### src/rtl/core/dslt_pkg.sv
// ---------------------------------------------------------------------------
// dslt_pkg
// Shared types, codes and fixed-point helpers of the dense sigmoid layer
// trainer.
// ---------------------------------------------------------------------------
package dslt_pkg;

  typedef enum logic [2:0] {
    OpLoadWeight = 3'd0,
    OpLoadBias   = 3'd1,
    OpForward    = 3'd2,
    OpOutError   = 3'd3,
    OpPrevAct    = 3'd4,
    OpReadError  = 3'd5,
    OpUpdate     = 3'd6
  } opcode_e;

  typedef enum logic [1:0] {
    CfgInSize    = 2'd0,
    CfgOutSize   = 2'd1,
    CfgLearnRate = 2'd2
  } cfg_idx_e;

  localparam int unsigned NodeCap = 16;
  localparam int unsigned RomSize = 1024;
  localparam int unsigned NumW    = 48;

  typedef enum logic [4:0] {
    StepNone,
    StepLatch,
    StepLoadW,
    StepLoadB,
    StepRdW,
    StepFwdMul,
    StepFwdAcc,
    StepFinZ,
    StepFinOut,
    StepFinClr,
    StepErrS,
    StepErrD,
    StepErrW,
    StepRdG,
    StepWgMul,
    StepWgAcc,
    StepBg,
    StepPeMul,
    StepPeAcc,
    StepPeOut,
    StepUpdRd,
    StepUpdMul,
    StepUpdDiv,
    StepUpdWr,
    StepGClr,
    StepBgClr
  } step_e;

  typedef struct packed {
    step_e       step;
    logic [5:0]  row;
    logic [6:0]  col;
    logic        flag;
    logic [4:0]  nout;
    logic [14:0] lr;
  } cmd_t;

  typedef struct packed {
    logic div_done;
  } status_t;

  typedef logic [15:0] sig_rom_t [RomSize];

  // shift and subtract quotient, evaluated at elaboration only
  function automatic longint unsigned udiv64(longint unsigned n, longint unsigned d);
    longint unsigned q;
    longint unsigned rem;
    q   = '0;
    rem = '0;
    for (int b = 63; b >= 0; b--) begin
      rem = {rem[62:0], n[b]};
      if (rem >= d) begin
        rem  = rem - d;
        q[b] = 1'b1;
      end
    end
    return q;
  endfunction

  // sigmoid over [-8,8) in steps of 1/64
  function automatic sig_rom_t build_sig_rom(int unsigned frac);
    sig_rom_t rom;
    longint unsigned e;
    longint unsigned d;
    longint unsigned one;
    rom = '{default: '0};
    e   = 64'd1 << 30;
    one = 64'd1 << frac;
    for (int m = 0; m <= 512; m++) begin
      d = (64'd1 << 30) + e;
      if (m <= 511) rom[512 + m] = 16'(udiv64((one << 30) + (d >> 1), d));
      if (m >= 1) rom[512 - m] = 16'(udiv64(one * e + (d >> 1), d));
      e = (e * 64'd1057095000 + (64'd1 << 29)) >> 30;
    end
    return rom;
  endfunction

  function automatic logic signed [63:0] rnd_frac(logic signed [63:0] x, int unsigned frac);
    return (x + (64'sd1 <<< (frac - 1))) >>> frac;
  endfunction

  function automatic logic signed [15:0] sat16(logic signed [63:0] x);
    if (x > 64'sd32767) return 16'sh7fff;
    if (x < -64'sd32768) return 16'sh8000;
    return 16'(x);
  endfunction

  function automatic logic signed [31:0] sat32(logic signed [63:0] x);
    if (x > 64'sd2147483647) return 32'sh7fffffff;
    if (x < -64'sd2147483648) return 32'sh80000000;
    return 32'(x);
  endfunction

endpackage

### src/rtl/core/dslt_ctrl.sv
// ---------------------------------------------------------------------------
// dslt_ctrl
// Configuration registers and the sequencer that steps the datapath through
// each operation.
// ---------------------------------------------------------------------------
module dslt_ctrl #(
  parameter int unsigned IN_MAX  = 16,
  parameter int unsigned OUT_MAX = 16
) (
  input  logic                 clk_i,
  input  logic                 rst_ni,
  input  logic                 cfg_we_i,
  input  logic [1:0]           cfg_idx_i,
  input  logic [14:0]          cfg_data_i,
  input  logic                 start_i,
  output logic                 busy_o,
  input  logic [2:0]           opcode_i,
  input  logic [3:0]           row_i,
  input  logic [3:0]           col_i,
  input  logic                 last_i,
  output dslt_pkg::cmd_t       cmd_o,
  input  dslt_pkg::status_t    status_i
);
  import dslt_pkg::*;

  localparam int unsigned EffIn  = (IN_MAX < NodeCap) ? IN_MAX : NodeCap;
  localparam int unsigned EffOut = (OUT_MAX < NodeCap) ? OUT_MAX : NodeCap;

  localparam logic [4:0] ST_CLR   = 5'd0;
  localparam logic [4:0] ST_IDLE  = 5'd1;
  localparam logic [4:0] ST_LDW   = 5'd2;
  localparam logic [4:0] ST_LDB   = 5'd3;
  localparam logic [4:0] ST_FRD   = 5'd4;
  localparam logic [4:0] ST_FMUL  = 5'd5;
  localparam logic [4:0] ST_FACC  = 5'd6;
  localparam logic [4:0] ST_FZ    = 5'd7;
  localparam logic [4:0] ST_FOUT  = 5'd8;
  localparam logic [4:0] ST_FCLR  = 5'd9;
  localparam logic [4:0] ST_ES    = 5'd10;
  localparam logic [4:0] ST_ED    = 5'd11;
  localparam logic [4:0] ST_EW    = 5'd12;
  localparam logic [4:0] ST_GRD   = 5'd13;
  localparam logic [4:0] ST_GMUL  = 5'd14;
  localparam logic [4:0] ST_GACC  = 5'd15;
  localparam logic [4:0] ST_BG    = 5'd16;
  localparam logic [4:0] ST_PRD   = 5'd17;
  localparam logic [4:0] ST_PMUL  = 5'd18;
  localparam logic [4:0] ST_PACC  = 5'd19;
  localparam logic [4:0] ST_POUT  = 5'd20;
  localparam logic [4:0] ST_URD   = 5'd21;
  localparam logic [4:0] ST_UMUL  = 5'd22;
  localparam logic [4:0] ST_UDIV  = 5'd23;
  localparam logic [4:0] ST_UWAIT = 5'd24;
  localparam logic [4:0] ST_UWR   = 5'd25;
  localparam logic [4:0] ST_UCLR  = 5'd26;
  localparam logic [4:0] ST_UBG   = 5'd27;

  logic [4:0]  state_q, state_d;
  logic [5:0]  i_q, i_d;
  logic [6:0]  j_q, j_d;
  logic [4:0]  in_size_q, out_size_q;
  logic [14:0] lr_q;
  logic [3:0]  item_row_q, item_col_q;
  logic        last_q;
  logic [4:0]  nin, nout;
  logic        accept;
  logic        row_end;
  logic        upd_use;

  assign nin  = (in_size_q > 5'(EffIn)) ? 5'(EffIn) : in_size_q;
  assign nout = (out_size_q > 5'(EffOut)) ? 5'(EffOut) : out_size_q;

  assign busy_o  = state_q != ST_IDLE;
  assign accept  = start_i && !busy_o;
  assign row_end = (7'(i_q) + 7'd1) == 7'(nout);
  assign upd_use = (7'(i_q) < 7'(nout)) && ((j_q < 7'(nin)) || (j_q == 7'(IN_MAX)));

  always_ff @(posedge clk_i or negedge rst_ni) begin
    if (!rst_ni) begin
      in_size_q  <= 5'd16;
      out_size_q <= 5'd16;
      lr_q       <= 15'd410;
    end else if (cfg_we_i) begin
      unique case (cfg_idx_i)
        CfgInSize:    in_size_q  <= cfg_data_i[4:0];
        CfgOutSize:   out_size_q <= cfg_data_i[4:0];
        CfgLearnRate: lr_q       <= cfg_data_i;
        default: ;
      endcase
    end
  end

  always_ff @(posedge clk_i or negedge rst_ni) begin
    if (!rst_ni) begin
      state_q <= ST_CLR;
      i_q     <= '0;
      j_q     <= '0;
    end else begin
      state_q <= state_d;
      i_q     <= i_d;
      j_q     <= j_d;
    end
  end

  always_ff @(posedge clk_i) begin
    if (accept) begin
      item_row_q <= row_i;
      item_col_q <= col_i;
      last_q     <= last_i;
    end
  end

  always_comb begin
    state_d    = state_q;
    i_d        = i_q;
    j_d        = j_q;
    cmd_o.step = StepNone;
    cmd_o.row  = i_q;
    cmd_o.col  = 7'(item_col_q);
    cmd_o.flag = 1'b0;
    cmd_o.nout = nout;
    cmd_o.lr   = lr_q;
    unique case (state_q)
      ST_CLR: begin
        cmd_o.step = StepGClr;
        cmd_o.col  = j_q;
        if (j_q == 7'(IN_MAX - 1)) begin
          j_d = '0;
          if (i_q == 6'(OUT_MAX - 1)) begin
            i_d     = '0;
            state_d = ST_IDLE;
          end else begin
            i_d = i_q + 1'b1;
          end
        end else begin
          j_d = j_q + 1'b1;
        end
      end
      ST_IDLE: begin
        if (accept) begin
          cmd_o.step = StepLatch;
          i_d        = '0;
          j_d        = '0;
          case (opcode_i)
            OpLoadWeight: begin
              state_d = ((32'(row_i) < OUT_MAX) && (32'(col_i) < IN_MAX)) ? ST_LDW : ST_IDLE;
            end
            OpLoadBias: state_d = (32'(row_i) < OUT_MAX) ? ST_LDB : ST_IDLE;
            OpForward: begin
              if ((5'(col_i) < nin) && (nout != '0)) state_d = ST_FRD;
              else if (last_i) state_d = (nout != '0) ? ST_FZ : ST_FCLR;
              else state_d = ST_IDLE;
            end
            OpOutError: state_d = (5'(row_i) < nout) ? ST_ES : ST_IDLE;
            OpPrevAct: begin
              if ((5'(col_i) < nin) && (nout != '0)) state_d = ST_GRD;
              else state_d = last_i ? ST_BG : ST_IDLE;
            end
            OpReadError: begin
              state_d = ((5'(col_i) < nin) && (nout != '0)) ? ST_PRD : ST_POUT;
            end
            OpUpdate: state_d = ST_URD;
            default:  state_d = ST_IDLE;
          endcase
        end
      end
      ST_LDW: begin
        cmd_o.step = StepLoadW;
        cmd_o.row  = 6'(item_row_q);
        state_d    = ST_IDLE;
      end
      ST_LDB: begin
        cmd_o.step = StepLoadB;
        cmd_o.row  = 6'(item_row_q);
        state_d    = ST_IDLE;
      end
      ST_FRD: begin
        cmd_o.step = StepRdW;
        state_d    = ST_FMUL;
      end
      ST_FMUL: begin
        cmd_o.step = StepFwdMul;
        state_d    = ST_FACC;
      end
      ST_FACC: begin
        cmd_o.step = StepFwdAcc;
        if (row_end) begin
          i_d     = '0;
          state_d = last_q ? ST_FZ : ST_IDLE;
        end else begin
          i_d     = i_q + 1'b1;
          state_d = ST_FRD;
        end
      end
      ST_FZ: begin
        cmd_o.step = StepFinZ;
        state_d    = ST_FOUT;
      end
      ST_FOUT: begin
        cmd_o.step = StepFinOut;
        cmd_o.flag = row_end;
        if (row_end) begin
          state_d = ST_FCLR;
        end else begin
          i_d     = i_q + 1'b1;
          state_d = ST_FZ;
        end
      end
      ST_FCLR: begin
        cmd_o.step = StepFinClr;
        state_d    = ST_IDLE;
      end
      ST_ES: begin
        cmd_o.step = StepErrS;
        cmd_o.row  = 6'(item_row_q);
        state_d    = ST_ED;
      end
      ST_ED: begin
        cmd_o.step = StepErrD;
        cmd_o.row  = 6'(item_row_q);
        state_d    = ST_EW;
      end
      ST_EW: begin
        cmd_o.step = StepErrW;
        cmd_o.row  = 6'(item_row_q);
        state_d    = ST_IDLE;
      end
      ST_GRD: begin
        cmd_o.step = StepRdG;
        state_d    = ST_GMUL;
      end
      ST_GMUL: begin
        cmd_o.step = StepWgMul;
        state_d    = ST_GACC;
      end
      ST_GACC: begin
        cmd_o.step = StepWgAcc;
        if (row_end) begin
          state_d = last_q ? ST_BG : ST_IDLE;
        end else begin
          i_d     = i_q + 1'b1;
          state_d = ST_GRD;
        end
      end
      ST_BG: begin
        cmd_o.step = StepBg;
        state_d    = ST_IDLE;
      end
      ST_PRD: begin
        cmd_o.step = StepRdW;
        state_d    = ST_PMUL;
      end
      ST_PMUL: begin
        cmd_o.step = StepPeMul;
        state_d    = ST_PACC;
      end
      ST_PACC: begin
        cmd_o.step = StepPeAcc;
        if (row_end) begin
          state_d = ST_POUT;
        end else begin
          i_d     = i_q + 1'b1;
          state_d = ST_PRD;
        end
      end
      ST_POUT: begin
        cmd_o.step = StepPeOut;
        state_d    = ST_IDLE;
      end
      ST_URD: begin
        cmd_o.step = StepUpdRd;
        cmd_o.col  = j_q;
        state_d    = upd_use ? ST_UMUL : ST_UCLR;
      end
      ST_UMUL: begin
        cmd_o.step = StepUpdMul;
        cmd_o.col  = j_q;
        state_d    = ST_UDIV;
      end
      ST_UDIV: begin
        cmd_o.step = StepUpdDiv;
        cmd_o.col  = j_q;
        state_d    = ST_UWAIT;
      end
      ST_UWAIT: begin
        cmd_o.col = j_q;
        if (status_i.div_done) state_d = ST_UWR;
      end
      ST_UWR, ST_UCLR: begin
        cmd_o.step = (state_q == ST_UWR) ? StepUpdWr : StepGClr;
        cmd_o.col  = j_q;
        state_d    = ST_URD;
        if (j_q == 7'(IN_MAX)) begin
          j_d = '0;
          if (i_q == 6'(OUT_MAX - 1)) state_d = ST_UBG;
          else i_d = i_q + 1'b1;
        end else begin
          j_d = j_q + 1'b1;
        end
      end
      ST_UBG: begin
        cmd_o.step = StepBgClr;
        state_d    = ST_IDLE;
      end
      default: state_d = ST_IDLE;
    endcase
  end

  a_fwd_row: assert property (@(posedge clk_i) disable iff (!rst_ni)
    (state_q == ST_FRD) |-> (7'(i_q) < 7'(nout)))
    else $error("forward row beyond nodes in use");

  a_div_hold: assert property (@(posedge clk_i) disable iff (!rst_ni)
    (state_q == ST_UWAIT && !status_i.div_done) |=> (state_q == ST_UWAIT))
    else $error("left divide wait early");

  a_upd_col: assert property (@(posedge clk_i) disable iff (!rst_ni)
    (state_q == ST_URD) |-> (j_q <= 7'(IN_MAX)))
    else $error("update column out of range");

endmodule

### config.mk
export PLATFORM = sky130hd
export DESIGN_NAME = dslt_ctrl
export DESIGN_NICKNAME = d
export VERILOG_FILES = /design/src/rtl/core/dslt_pkg.sv /design/src/rtl/core/dslt_ctrl.sv
export SDC_FILE = /design/constraint.sdc
export NUM_CORES = 1
export LEC_CHECK = 0
export BUFFER_PORTS_ARGS = -buffer_cell sky130_fd_sc_hd__buf_2
export CAP_MARGIN = 20
export CORE_MARGIN = 2
export CORE_UTILIZATION = 50
export CTS_CLUSTER_SIZE = 24
export DETAILED_ROUTE_END_ITERATION = 10
export PLACE_DENSITY = 0.78
export SYNTH_ARGS = -nofsm -noshare
export SYNTH_HDL_FRONTEND = slang
export SYNTH_SLANG_ARGS = --single-unit
### constraint.sdc
create_clock -name clk_i -period 4.3 [get_ports clk_i]
set_clock_uncertainty 0.2 [all_clocks]
set_input_delay 0.43 -clock clk_i [delete_from_list [all_inputs] [get_ports clk_i]]
set_output_delay 0.43 -clock clk_i [all_outputs]
set_load 0.02 [all_outputs]
# After elaboration in Yosys (flattened, before gate mapping)
# Cells that the tools add are included.
[totals] regBits=52
[classes] addsub=3 n_lt_le_gt_ge=6 n_eq_ne=47 muxes=42 n_reduce_logical=22
[ops] op="$pmux W5 S25" n=1
[ops] op="$pmux W5 S20" n=1
[ops] op="$eq A5 B5 Y1 const B" n=12
[ops] op="$mux W5" n=10
[ops] op="$mux W6" n=8
[ops] op="$eq A5 B4 Y1 const B" n=8
[ops] op="$mux W4" n=9
[ops] op="$pmux W5 S7" n=1
[ops] op="$pmux W6 S5" n=1
[ops] op="$mux W7" n=4
[ops] op="$pmux W7 S3" n=1
[ops] op="$eq A5 B3 Y1 const B" n=4
[ops] op="$ne A2 B2 Y1 const B" n=7
[ops] op="$mux W3" n=4
[ops] op="$eq A5 B2 Y1 const B" n=2
[ops] op="$gt A5 B5 Y1 const B" n=2
[ops] op="$lt A4 B5 Y1" n=2
[ops] op="$reduce_bool A5 Y1" n=2
[ops] op="$eq A3 B3 Y1 const B" n=3
[ops] op="$reduce_and A2 Y1" n=4
[ops] op="$add A6 B1 Y7 const B" n=1
[ops] op="$add A7 B1 Y7 const B" n=1
[ops] op="$eq A7 B4 Y1 const B" n=1
[ops] op="$eq A7 B5 Y1" n=1
[ops] op="other kinds (25)" n=30

# Longest topological paths before layout
[depth] word_depth=9 ltp_mapped=11

# Least setup slack after synthesis
# OpenSTA, ideal clock, no wires.
[synth_path] path_kind="reg2out" start="register out_size_q[4]" end="output cmd_o[20] in the netlist's numbering" arrival_time_ns=2.097 path_slack_ns=1.573 stages_incl_launch_ff=9 path_buffers=2 cell_sequence="dfstp_2 buf_2 and2b_1 ha_1 inv_1 o2111ai_1 nor4b_2 buf_4 and2_1"
[synth_lines] element="start, declared" line_no="dslt_ctrl.sv:61" text="logic [4:0] in_size_q, out_size_q;"
[synth_lines] element="start signal, assigned" line_no="dslt_ctrl.sv:86" text="CfgOutSize: out_size_q <= cfg_data_i[4:0];"
[synth_lines] element="end, declared" line_no="dslt_ctrl.sv:21" text="output dslt_pkg::cmd_t cmd_o,"

==> flow_summary.yaml <==
clock_network:
  root_buffer: "clkbuf_8"
  htreeDepth: 2
  worstSkewPairLatency_ns: 0.32
  cts_setup_buffers: 0
  cts_tree: "built"
  cts_buffers: 5
  cts-resized-gates: 0
  cts.sinks: 52
  clock_path_buffers: 2
  cts_hold_buffers: 0
  clkSlewWorstSetupHoldPaths_ns: 0.10
final_layout:
  drive_above_1_share_pct: 28.15
  area_delta_synth_final_pct: 13.32
  nFillCells: 645
  final_util_pct: 58.53
  stdcell_area_sq_um: 4268
  final_cell_mix: "buf_2, nand2_1, dfrtp_1, mux2_2, nor2_1"
  antennaDiodeCount: 0
  final_cells: 575
  fin_nets: 527
  layout_commonest_cell: "buf_2"
global_route:
  grt_pass1_wl_um: 15600
  gr-total-overflow: 0
  top_usage_layer: "met2"
  met3_usage_pct: 5.259
  antenna_found_initial: 0
  use_met2_pct: 37.75
  grt_pass1_vias: 3235
  grt_usage_pct: 22.98
  grt_use_met1_pct: 30.03
  grt_start_max_net_pins: 44
timing:
  hold_violations: 0
  max_slew_margin_pct: 35.29
  final-setup-viol-count: 0
  maxSlewViolCount: 0
  fin_crit_sh_pct: 74.61
  fin_ws_ns: 1.092
  fmax_ghz: 0.3117
  fin_tns_setup_ns: 0
  rsz0062_at_grt: "no"
  fin_crit_ns: 3.208
  tightest_slew_ns: 0.9707
worst_setup_path:
  ff2ff_path_depth: 7
  r2r_start: "state_q[3]"
  crit_required_ns: 3.67
  path_max_fanout: 28
  start_kind: "flip-flop"
  cp-end-kind: "primary output"
  arrival_ns: 2.58
  rrSetupSlack_ns: 1.38
  r2r_end: "i_q[0]"
  crit_type: "reg2out"
synthesis:
  ys_warn_count: 0
  synth-async-reset-ratio_pct: 82.69
  synth_area_per_cell_sq_um: 9.075
  synth_top_area_share_pct: 23.92
  synth_edf_count: 9
  synth_nets: 467
  synth_top_area_cell: "dfrtp_1"
  synthCells: 415
  synth_cell_types: 71
  synth_ff_type: "dfrtp_1"
  yosys-top-cells-area: "dfrtp_1, mux2_2, edfxtp_1"
  synth-seq-cells: 52
  yosysSeqAreaShare_pct: 35.98
  syn-cell-area_sq_um: 3766
routing:
  detail_route.vias_per_cell: 6.016
  drt_iter0_drc: 258
  dr.pass1.iters: 6
  wl_per_cell_um: 16.38
  drtAntennaViolNets: 0
  drc: 0
  totalWireLength_um: 9419
  vias: 3459
power_and_ir_drop:
  p_leak_uw: 0.001888
  peakVddDrop_mv: 0.3768
  p_per_area_nw_per_um2: 574.6
die:
  start_util_pct: 51.65
  die_area_sq_um: 8243
  fp.coreArea_sq_um: 7292
  die_y_um: 90.79
  die-width_um: 90.79
  ioPinCount: 74
  rows: 31
placed_design:
  hpwl_um: 7043
  place_ws_ns: 1.459
  gp_congestion: 0.9713
  place_area_sq_um: 4151
  dp_cells: 567
  io_buffers: 73
worst_hold_path:
  min_path_type: "in2async"
flow_run:
  cap_violations: 0
run_status:
  outcome: "finished clean"
[layer usage]
| layer | share of wire [%] | wire [um] |
|---|---|---|
| met5 | 0 | 0 |
| met4 | 2.7 | 255 |
| met3 | 8.4 | 788 |
| met2 | 46 | 4357 |
| met1 | 43 | 4018 |
[sequential cells by signal (all words and copies together), names as in the netlist]
| name | cells |
|---|---|
| lr_q | 15 |
| j_q | 7 |
| i_q | 6 |
| in_size_q | 5 |
| out_size_q | 5 |
| state_q | 5 |
| item_col_q | 4 |
| item_row_q | 4 |
| last_q | 1 |
[logic make-up after synthesis]
group	Yosys count	share of synthesized area [%]
buffers and inverters	41	5.083
flip-flops	52	35.98
XOR/XNOR	9	2.093
multiplexers	34	10.20
AND/OR/NAND/NOR	152	21.26
AO/OA/AOI/OAI	109	19.40
adder cells (fa/ha/maj)	18	5.980
[through the flow]
step	power (uW)	hold WS [ns]
after floorplan	1776	-0.06559
after global placement	2061	0.2851
after detailed placement	2101	0.2881
after CTS	2445	0.08947
after global routing	2633	0.08932
final	2452	0.05637
[cell usage after synthesis (3+ instances only)]
master	count
nand2_1	38
dfrtp_1	36
mux2_2	31
nor2_1	30
o21ai_0	24
a21oi_1	18
ha_1	18
inv_1	17
nand3_1	13
nor2b_1	10
edfxtp_1	9
nor3_1	9
clkbuf_1	8
and2_1	7
dfstp_2	7
nand2b_1	7
o22ai_1	7
a21o_1	6
a31oi_1	6
buf_4	6
o31ai_1	6
xnor2_1	6
buf_2	5
nor4_1	5
o2111ai_1	5
o21ai_1	5
a32oi_1	4
and3_1	4
a2111oi_0	3
a211o_1	3
a22o_1	3
nand3b_1	3
nand4_1	3
nor3b_1	3
xor2_1	3
[area by class of cell]
cell class | instances | area, sq um | area share [%]
inverter | 19 | 72.57 | 1.700
timing repair buffer | 75 | 380.4 | 8.912
clock buffer | 7 | 107.6 | 2.521
clock inverter | 1 | 8.758 | 0.2052
tap | 99 | 123.9 | 2.902
multi-input combinational | 322 | 2220 | 52.01
sequential | 52 | 1355 | 31.75
[worst max-delay path, cell delays in order, from the launching register on]
cell and delay [ns]:
dfrtp_1 0.89, nor2b_1 0.52, nand2_1 0.16, nor3_1 0.30, and2_1 0.22, buf_2 0.17
[where the power goes]
part,switching (uW),internal [uW]
Sequential,188,627
Clock,169,167
Combinational,769,532
[worst max path at each step]
stage                  startpoint         to  slack, ns  depth (start not counted)
CTS                    state_q[1]  cmd_o[30]       1.11                          5
detailed placement     state_q[1]  cmd_o[30]       1.46                          5
floorplan           out_size_q[4]  cmd_o[20]       1.57                          8
global route           state_q[3]  cmd_o[20]       0.89                          5
finish                 state_q[3]  cmd_o[20]       1.09                          5
global placement       state_q[1]  cmd_o[29]       1.49                          5
Note: power is estimated with default switching activity, not from simulation.
